## config.mk

```make
export PLATFORM = sky130hd
export DESIGN_NAME = uudecode_stream_decoder_core_flat
export DESIGN_NICKNAME = d
export VERILOG_FILES = /design/src/design/uudec_pkg.sv /design/src/design/uudec_ifs.sv /design/src/design/uudec_in_reg.sv /design/src/design/uudec_engine.sv /design/src/design/uudecode_stream_decoder_core.sv /design/src/flat_wrapper.sv
export SDC_FILE = /design/constraint.sdc
export NUM_CORES = 1
export LEC_CHECK = 0
export BUFFER_PORTS_ARGS = -buffer_cell sky130_fd_sc_hd__buf_2
export CORE_UTILIZATION = 42
export DETAILED_ROUTE_END_ITERATION = 7
export GPL_TIMING_DRIVEN = 0
export HOLD_SLACK_MARGIN = 0.08
export PLACE_DENSITY = 0.66
export SYNTH_ARGS = -nofsm -noshare
export SYNTH_HDL_FRONTEND = slang
export SYNTH_HIERARCHICAL = 1
export SYNTH_SLANG_ARGS = --single-unit
```

## constraint.sdc

```tcl
create_clock -name i_clk -period 10.3 [get_ports i_clk]
set_clock_uncertainty 0.2 [all_clocks]
set_input_delay 1.03 -clock i_clk [delete_from_list [all_inputs] [get_ports i_clk]]
set_output_delay 1.03 -clock i_clk [all_outputs]
set_load 0.01 [all_outputs]
```

## src/design/uudec_pkg.sv

```systemverilog
package uudec_pkg;

    // Default width of the running count of decoded bytes.
    localparam int unsigned COUNT_WIDTH_DEF = 16;

    // Width and reset value of the output budget register.
    localparam int unsigned LIMIT_WIDTH = 16;
    localparam logic [LIMIT_WIDTH-1:0] LIMIT_RESET = 16'hFFFF;

    // Characters the decoder looks for.
    localparam logic [7:0] CHAR_NEWLINE = 8'h0A;
    localparam logic [7:0] CHAR_END     = 8'h65;
    localparam logic [7:0] CHAR_SPACE   = 8'h20;

    // Length of the opening keyword and the line length that marks an end line.
    localparam logic [2:0] BEGIN_LEN   = 3'd5;
    localparam logic [5:0] END_LENGTH  = 6'd5;

    typedef enum logic [2:0] {
        PH_BEGIN,
        PH_HEADER,
        PH_LINE,
        PH_DATA,
        PH_PAD,
        PH_HALT
    } t_phase;

    typedef enum logic [1:0] {
        KIND_DATA,
        KIND_END,
        KIND_NOBEG,
        KIND_STOP
    } t_kind;

    // Word held in the input register.
    typedef struct packed {
        logic       valid;
        logic [7:0] data;
    } t_in_stage;

    // Characters of the opening keyword, one per match position.
    function automatic logic [7:0] begin_char(input logic [2:0] idx);
        logic [7:0] c;
        case (idx)
            3'd0: c = 8'h62;
            3'd1: c = 8'h65;
            3'd2: c = 8'h67;
            3'd3: c = 8'h69;
            3'd4: c = 8'h6E;
            default: c = 8'h00;
        endcase
        return c;
    endfunction

    // Six-bit value carried by one encoded character.
    function automatic logic [5:0] sextet(input logic [7:0] c);
        logic [7:0] d;
        d = c - CHAR_SPACE;
        return d[5:0];
    endfunction

endpackage

```

## src/design/uudec_ifs.sv

```systemverilog
// Channel carrying encoded characters into the decoder.
interface uudec_in_if;
    logic       valid;
    logic       ready;
    logic [7:0] in_byte;

    modport source (output valid, output in_byte, input ready);
    modport sink   (input valid, input in_byte, output ready);
endinterface

// Channel carrying decoded results out of the decoder.
interface uudec_out_if;
    logic       valid;
    logic       ready;
    logic [7:0] out_byte;
    logic [1:0] out_kind;
    logic       out_limit_hit;

    modport source (output valid, output out_byte, output out_kind, output out_limit_hit,
                    input ready);
    modport sink   (input valid, input out_byte, input out_kind, input out_limit_hit,
                    output ready);
endinterface

```

## src/design/uudec_in_reg.sv

```systemverilog
module uudec_in_reg (
    input  logic                  i_clk,
    input  logic                  i_rst_n,
    uudec_in_if.sink              i_in,
    input  logic                  i_advance,
    output uudec_pkg::t_in_stage  o_stage
);

    logic       r_valid;
    logic [7:0] r_data;
    logic       accept;

    // The register takes a new word when it is empty or its word moves on.
    assign i_in.ready = !r_valid || i_advance;
    assign accept     = i_in.valid && i_in.ready;

    always_ff @(posedge i_clk) begin
        if (!i_rst_n) begin
            r_valid <= 1'b0;
        end else if (accept) begin
            r_valid <= 1'b1;
        end else if (i_advance) begin
            r_valid <= 1'b0;
        end
    end

    always_ff @(posedge i_clk) begin
        if (accept) begin
            r_data <= i_in.in_byte;
        end
    end

    assign o_stage.valid = r_valid;
    assign o_stage.data  = r_data;

endmodule

```

## src/design/uudec_engine.sv

```systemverilog
module uudec_engine #(
    parameter int unsigned COUNT_WIDTH = uudec_pkg::COUNT_WIDTH_DEF
) (
    input  logic                                i_clk,
    input  logic                                i_rst_n,
    input  uudec_pkg::t_in_stage                i_stage,
    input  logic [uudec_pkg::LIMIT_WIDTH-1:0]   i_output_limit,
    output logic                                o_advance,
    uudec_out_if.source                         o_res
);

    localparam int unsigned XW =
        ((COUNT_WIDTH > uudec_pkg::LIMIT_WIDTH) ? COUNT_WIDTH : uudec_pkg::LIMIT_WIDTH) + 1;

    // Decoder state.
    uudec_pkg::t_phase      r_phase, n_phase;
    logic [2:0]             r_match, n_match;
    logic [5:0]             r_left, n_left;
    logic [1:0]             r_pos, n_pos;
    logic [5:0]             r_prev, n_prev;
    logic [COUNT_WIDTH-1:0] r_count, n_count;

    // Result register.
    logic                   r_out_valid;
    logic [7:0]             r_out_byte;
    uudec_pkg::t_kind       r_out_kind;
    logic                   r_out_hit;

    // Result of the word being processed.
    logic                   emit;
    logic [7:0]             e_byte;
    uudec_pkg::t_kind       e_kind;
    logic                   e_hit;

    logic [7:0]             c;
    logic [5:0]             s;
    logic [XW-1:0]          limit_x;
    logic [XW-1:0]          count_x;
    logic [XW-1:0]          room_x;
    logic [COUNT_WIDTH-1:0] count_inc;
    logic [5:0]             left_dec;

    // A word moves on when the result register is free or being emptied.
    assign o_advance = i_stage.valid && (!r_out_valid || o_res.ready);

    assign c         = i_stage.data;
    assign s         = uudec_pkg::sextet(c);
    assign limit_x   = XW'(i_output_limit);
    assign count_x   = XW'(r_count);
    assign room_x    = (limit_x > count_x) ? (limit_x - count_x) : '0;
    assign count_inc = r_count + 1'b1;
    assign left_dec  = (r_left != 6'd0) ? (r_left - 6'd1) : 6'd0;

    // Next state and result for one character.
    always_comb begin
        n_phase = r_phase;
        n_match = r_match;
        n_left  = r_left;
        n_pos   = r_pos;
        n_prev  = r_prev;
        n_count = r_count;
        emit    = 1'b0;
        e_byte  = 8'h00;
        e_kind  = uudec_pkg::KIND_DATA;
        e_hit   = 1'b0;
        if (o_advance) begin
            case (r_phase)
                uudec_pkg::PH_BEGIN: begin
                    if (r_match < uudec_pkg::BEGIN_LEN && c == uudec_pkg::begin_char(r_match)) begin
                        if (r_match + 3'd1 == uudec_pkg::BEGIN_LEN) begin
                            n_match = 3'd0;
                            n_phase = uudec_pkg::PH_HEADER;
                        end else begin
                            n_match = r_match + 3'd1;
                        end
                    end else begin
                        n_match = 3'd0;
                        emit    = 1'b1;
                        e_kind  = uudec_pkg::KIND_NOBEG;
                    end
                end
                uudec_pkg::PH_HEADER, uudec_pkg::PH_PAD: begin
                    if (c == uudec_pkg::CHAR_NEWLINE) begin
                        n_phase = uudec_pkg::PH_LINE;
                    end
                end
                uudec_pkg::PH_LINE: begin
                    if (c == uudec_pkg::CHAR_NEWLINE) begin
                        n_phase = r_phase;
                    end else if (s == 6'd0) begin
                        n_phase = uudec_pkg::PH_HALT;
                        emit    = 1'b1;
                        e_kind  = uudec_pkg::KIND_STOP;
                    end else if (s == uudec_pkg::END_LENGTH && c == uudec_pkg::CHAR_END) begin
                        n_phase = uudec_pkg::PH_BEGIN;
                        n_match = 3'd0;
                        emit    = 1'b1;
                        e_kind  = uudec_pkg::KIND_END;
                    end else if (room_x == '0) begin
                        n_phase = uudec_pkg::PH_HALT;
                    end else begin
                        // Clamp the line length to the remaining budget.
                        n_left  = (room_x < XW'(s)) ? room_x[5:0] : s;
                        n_pos   = 2'd0;
                        n_phase = uudec_pkg::PH_DATA;
                    end
                end
                uudec_pkg::PH_DATA: begin
                    n_pos  = r_pos + 2'd1;
                    n_prev = s;
                    if (r_pos != 2'd0) begin
                        case (r_pos)
                            2'd1:    e_byte = {r_prev, s[5:4]};
                            2'd2:    e_byte = {r_prev[3:0], s[5:2]};
                            default: e_byte = {r_prev[1:0], s};
                        endcase
                        emit    = 1'b1;
                        e_kind  = uudec_pkg::KIND_DATA;
                        n_count = count_inc;
                        n_left  = left_dec;
                        if (XW'(count_inc) >= limit_x) begin
                            e_hit   = 1'b1;
                            n_phase = uudec_pkg::PH_HALT;
                        end else if (left_dec == 6'd0) begin
                            n_phase = uudec_pkg::PH_PAD;
                        end
                    end
                end
                default: begin
                    n_phase = r_phase;
                end
            endcase
        end
    end

    // State registers.
    always_ff @(posedge i_clk) begin
        if (!i_rst_n) begin
            r_phase <= uudec_pkg::PH_BEGIN;
            r_match <= 3'd0;
            r_left  <= 6'd0;
            r_pos   <= 2'd0;
            r_prev  <= 6'd0;
            r_count <= '0;
        end else begin
            r_phase <= n_phase;
            r_match <= n_match;
            r_left  <= n_left;
            r_pos   <= n_pos;
            r_prev  <= n_prev;
            r_count <= n_count;
        end
    end

    // Result register valid flag.
    always_ff @(posedge i_clk) begin
        if (!i_rst_n) begin
            r_out_valid <= 1'b0;
        end else if (o_advance) begin
            r_out_valid <= emit;
        end else if (o_res.ready) begin
            r_out_valid <= 1'b0;
        end
    end

    // Result register payload.
    always_ff @(posedge i_clk) begin
        if (o_advance && emit) begin
            r_out_byte <= e_byte;
            r_out_kind <= e_kind;
            r_out_hit  <= e_hit;
        end
    end

    assign o_res.valid         = r_out_valid;
    assign o_res.out_byte      = r_out_byte;
    assign o_res.out_kind      = r_out_kind;
    assign o_res.out_limit_hit = r_out_hit;

endmodule

```

## src/design/uudecode_stream_decoder_core.sv

```systemverilog
// Streaming uudecode: takes one encoded character per word and gives at most one result word
// per character (a decoded byte, an end line, a missing keyword error or an empty line stop).
// A character is accepted in every cycle while results are taken; a result passes through the
// input register and then the result register before it is presented.
// Input ready follows output ready combinationally when both registers are full. After a stop
// or a used-up budget the block ignores all input until reset. The user must write the budget
// register only while the block is idle; the block itself does not enforce this.
module uudecode_stream_decoder_core #(
    parameter int unsigned COUNT_WIDTH = uudec_pkg::COUNT_WIDTH_DEF
) (
    input  logic                               i_clk,
    input  logic                               i_rst_n,
    input  logic                               i_cfg_wr_en,
    input  logic [uudec_pkg::LIMIT_WIDTH-1:0]  i_cfg_wr_data,
    uudec_in_if.sink                           i_in,
    uudec_out_if.source                        o_out
);

    logic [uudec_pkg::LIMIT_WIDTH-1:0] r_output_limit;
    uudec_pkg::t_in_stage              stage;
    logic                              advance;

    // Output budget register.
    always_ff @(posedge i_clk) begin
        if (!i_rst_n) begin
            r_output_limit <= uudec_pkg::LIMIT_RESET;
        end else if (i_cfg_wr_en) begin
            r_output_limit <= i_cfg_wr_data;
        end
    end

    uudec_in_reg u_in_reg (
        .i_clk     (i_clk),
        .i_rst_n   (i_rst_n),
        .i_in      (i_in),
        .i_advance (advance),
        .o_stage   (stage)
    );

    uudec_engine #(
        .COUNT_WIDTH (COUNT_WIDTH)
    ) u_engine (
        .i_clk          (i_clk),
        .i_rst_n        (i_rst_n),
        .i_stage        (stage),
        .i_output_limit (r_output_limit),
        .o_advance      (advance),
        .o_res          (o_out)
    );

endmodule

```

## src/flat_wrapper.sv

```systemverilog
// flat-port wrapper written by rule: the top's interface ports become plain ports
module uudecode_stream_decoder_core_flat 
#(
    parameter int unsigned COUNT_WIDTH = uudec_pkg::COUNT_WIDTH_DEF
)
  (i_clk, i_rst_n, i_cfg_wr_en, i_cfg_wr_data, i_in_valid, i_in_in_byte, i_in_ready, o_out_valid, o_out_out_byte, o_out_out_kind, o_out_out_limit_hit, o_out_ready);
  uudec_in_if i_in_i ();
  uudec_out_if o_out_i ();
  input  logic i_clk;
  input  logic i_rst_n;
  input  logic i_cfg_wr_en;
  input  logic [uudec_pkg::LIMIT_WIDTH-1:0] i_cfg_wr_data;
  input wire logic [$bits(i_in_i.valid)-1:0] i_in_valid;
  input wire logic [$bits(i_in_i.in_byte)-1:0] i_in_in_byte;
  output wire logic [$bits(i_in_i.ready)-1:0] i_in_ready;
  output wire logic [$bits(o_out_i.valid)-1:0] o_out_valid;
  output wire logic [$bits(o_out_i.out_byte)-1:0] o_out_out_byte;
  output wire logic [$bits(o_out_i.out_kind)-1:0] o_out_out_kind;
  output wire logic [$bits(o_out_i.out_limit_hit)-1:0] o_out_out_limit_hit;
  input wire logic [$bits(o_out_i.ready)-1:0] o_out_ready;
  assign i_in_i.valid = i_in_valid;
  assign i_in_i.in_byte = i_in_in_byte;
  assign i_in_ready = i_in_i.ready;
  assign o_out_valid = o_out_i.valid;
  assign o_out_out_byte = o_out_i.out_byte;
  assign o_out_out_kind = o_out_i.out_kind;
  assign o_out_out_limit_hit = o_out_i.out_limit_hit;
  assign o_out_i.ready = o_out_ready;
  uudecode_stream_decoder_core #(.COUNT_WIDTH(COUNT_WIDTH)) u_core (.i_clk(i_clk), .i_rst_n(i_rst_n), .i_cfg_wr_en(i_cfg_wr_en), .i_cfg_wr_data(i_cfg_wr_data), .i_in(i_in_i), .o_out(o_out_i));
endmodule
```

==> metrics.yaml <==
outcome:
  status: "finished, final reports clean"
final_layout:
  antenna_cells: 0
  fill_cells: 1266
  syn2layout_area_growth_pct: 13.34
  postLayoutCellArea_um2: 6302
  layout-drive-gt1-share_pct: 13.28
  final_nets: 796
critical_path:
  crit_type: "reg2reg"
  start_kind: "flop"
  max_stage_delay_ns: 0.48
  critical_path.max_fanout: 8
  path_cells: "inv_1, ha_1, clkbuf_1, nand2_1, or4_4, nor4_4, o21bai_1, nor2_1, ha_1, nor2b_1, a221oi_1, o21ai_0, a41o_1, o311a_2, a211oi_4, and4_4, a211oi_1, o32ai_1"
  crit_family: "compound AO/OA/AOI/OAI gates"
  crit_top_cell: "ha_1"
  required_ns: 10.35
  end_kind: "flop"
  reg2reg_slack_ns: 5.26
  cp_data_arrival_time_ns: 5.09
  crit_buf_inv: 2
  crit_slowest_cell: "or4_4"
global_routing:
  grt_use_total_pct: 21.75
  grt_antenna_before_repair: 0
  first_global_vias: 4882
  grt_max_degree: 15
  grt_first_pass_wirelength_mm: 22.74
  grt_overflow: 0
logic_synthesis:
  synth-seq-cells: 73
  synth_ff_type: "dfxtp_1"
  yosysUniqueCellTypes: 82
  avgSynthCellArea_um2: 8.336
  ys_async_sr_fraction_pct: 0
  seq_area_frac_synth_pct: 29.70
  synthesis.area_um2: 5560
  synth_cells: 667
  synth-edff-count: 19
  yosysWarningCount: 6
  synthesis.nets: 745
clock_tree:
  clkSinkCount: 73
  cts.repair.resized: 0
  clk_latency_ns: 0.35
  cts_setup_buffers: 0
  numCtsBuffers: 9
  clockRootBuffer: "clkbuf_16"
  cts.reportedPaths.clkPinSlew_ns: 0.06
  cts_tree: "yes"
  cts_buffer_depth: 2
  htreeDepth: 3
  holdBufCountCts: 0
power_and_ir_drop:
  p_sw_w: 0.0002046
  p_seq_share_pct: 40.5
  power_density_nw_per_um2: 121.6
  switching_share_pct: 26.70
  p_leak_nw: 2.622
  total_power_w: 0.0007661
  vdd_drop_max_mv: 0.1564
  p_comb_share_pct: 14.0
  p_clk_share_pct: 45.5
  internal_power_w: 0.0005616
placement:
  port_buffers: 40
  hpwl_mm: 11.23
  routabilityCongestion: 0.8725
  placedInstanceArea_um2: 5976
sta:
  setup_viol: 0
  finalCritPeriodShare_pct: 48.90
  finalHoldViolCount: 0
  max-slew-margin-rel_pct: 48.55
  whs_ns: 0.2797
  tns_ns: 0
  slew_viol_final: 0
  fmax_mhz: 198.6
  period_minus_slack_ns: 5.036
  worst_pin_slew_ns: 0.7689
  rsz0062_at_grt: "no"
floorplan:
  die_h_um: 117.1
  top_level_ports: 42
  start_util_pct: 43.53
  fp.coreArea_um2: 12770
  die_w_um: 117.1
  die-area_um2: 13700
  core.rowCount: 41
routing:
  routed_wl_mm: 14.15
  route.vias.total: 5068
  wl_per_cell_um: 15.81
  antenna_left: 0
  drc: 0
  vias_per_cell: 5.663
  first_pass_iters: 7
  drt_iter0_drc: 296
worst_hold_path:
  hold_path.class: "reg2reg"
job:
  max_cap_viol_count: 0
-- final cells by class --
cell class	count	area [um2]	share of cell area, %
clock buffers	9	225.2	3.574
plain buffers	31	166.4	2.640
repair buffers	40	200.2	3.176
flip-flops and latches	73	1652	26.21
inverters	61	229.0	3.633
well taps	172	215.2	3.415
multi-input cells	502	3513	55.75
clock inverters	7	101.3	1.608
-- Yosys cell counts, types with 15 or more instances --
library cell / count / area, um2
a21oi_1: 39 / 195.2
clkbuf_1: 17 / 63.81
dfxtp_1: 54 / 1081
edfxtp_1: 19 / 570.6
ha_1: 48 / 600.6
inv_1: 61 / 229.0
mux2i_1: 20 / 200.2
nand2_1: 66 / 247.7
nor2_1: 65 / 244.0
nor3_1: 15 / 75.07
o21ai_0: 20 / 100.1
xnor2_1: 35 / 306.5
-- path summary, 6_finish.rpt --
kind | depth (start not counted) | from | endpoint
max | 18 | u_core/u_engine/r_count[12]$_SDFFE_PN0P_ | u_core/u_engine/r_left[4]$_SDFFE_PN0P_
min | 2 | u_core/u_engine/r_prev[3]$_SDFFE_PN0P_ | u_core/u_engine/r_prev[3]$_SDFFE_PN0P_
max reg2reg | 18 | u_core/u_engine/r_count[12]$_SDFFE_PN0P_ | u_core/u_engine/r_left[4]$_SDFFE_PN0P_
min reg2reg | 2 | u_core/u_engine/r_prev[3]$_SDFFE_PN0P_ | u_core/u_engine/r_prev[3]$_SDFFE_PN0P_
-- logic make-up after synthesis --
kind of cell	Yosys count	share of synthesized area, %
AOI/OAI and AO/OA	164	21.56
xor gates and xnor gates	40	6.301
adders and majority gates	49	11.16
buffers and inverters	92	7.111
DFF	73	29.70
muxes	20	3.600
and+or+nand+nor	229	20.57
-- registers in the layout, indices dropped and copies added (netlist names) --
register,flops
u_core/u_engine/r_prev,6
u_core/u_engine/o_res.valid,1
u_core/u_engine/r_phase,3
u_core/u_engine/o_res.out_byte,8
u_core/u_engine/o_res.out_kind,2
u_core/u_in_reg/r_data,8
u_core/u_engine/r_count,16
u_core/r_output_limit,16
u_core/u_engine/r_match,3
u_core/u_engine/r_left,6
u_core/u_in_reg/r_valid,1
u_core/u_engine/r_pos,2
u_core/u_engine/o_res.out_limit_hit,1
-- power by group through the flow --
stage / logic, W / registers, W / clock network (W)
floorplan: 0.0000759 / 0.000315 / 0
global placement: 0.000103 / 0.000317 / 0
detailed placement: 0.000106 / 0.000317 / 0
CTS: 0.000106 / 0.000310 / 0.000356
global route: 0.000117 / 0.000312 / 0.000366
finish: 0.000107 / 0.000310 / 0.000349
-- layout by cell type, fill, tap and decap left out, types with 4 or more instances in the layout --
master     count
nand2_1       66
nor2_1        65
inv_1         61
dfxtp_1       54
ha_1          48
buf_2         46
a21oi_1       39
xnor2_1       35
mux2i_1       20
o21ai_0       20
edfxtp_1      19
clkbuf_1      17
nor3_1        15
nand3_1       14
a21o_1        14
a211oi_1      14
clkbuf_16      9
or3_1          8
and3_1         8
nand4_1        8
and2_1         8
a31oi_1        7
nand2b_1       6
a22oi_1        6
xor2_1         5
nor4_1         5
a311oi_1       5
a221oi_1       5
o22ai_1        4
o32ai_1        4
o211ai_1       4
-- worst register-to-register path, cell delays in order, from the launching register on --
cell and delay (ns):
dfxtp_1 0.42, inv_1 0.12, ha_1 0.28, clkbuf_1 0.27
nand2_1 0.14, or4_4 0.48, nor4_4 0.26, o21bai_1 0.25
nor2_1 0.10, ha_1 0.32, nor2b_1 0.14, a221oi_1 0.27
o21ai_0 0.20, a41o_1 0.26, o311a_2 0.18, a211oi_4 0.36
and4_4 0.30, a211oi_1 0.10, o32ai_1 0.30
-- metal layers --
metal	up-vias	part of all wire [%]	global-route usage, %
met5	-	0	0
met4	0	2.4	8.354
met3	26	4.2	5.046
met2	137	50	40.32
met1	2415	43	24.01
li1	2490	-	-
-- per-stage QoR --
step	cells	worst slack [ns]	util, %
after CTS	895	5.309	49.34
after global routing	895	5.006	49.34
after global placement	879	5.401	46.78
after floorplan	667	5.885	-
final	895	5.264	49.34
after detailed placement	879	5.320	46.78
Power figures use the tool's default switching activity.
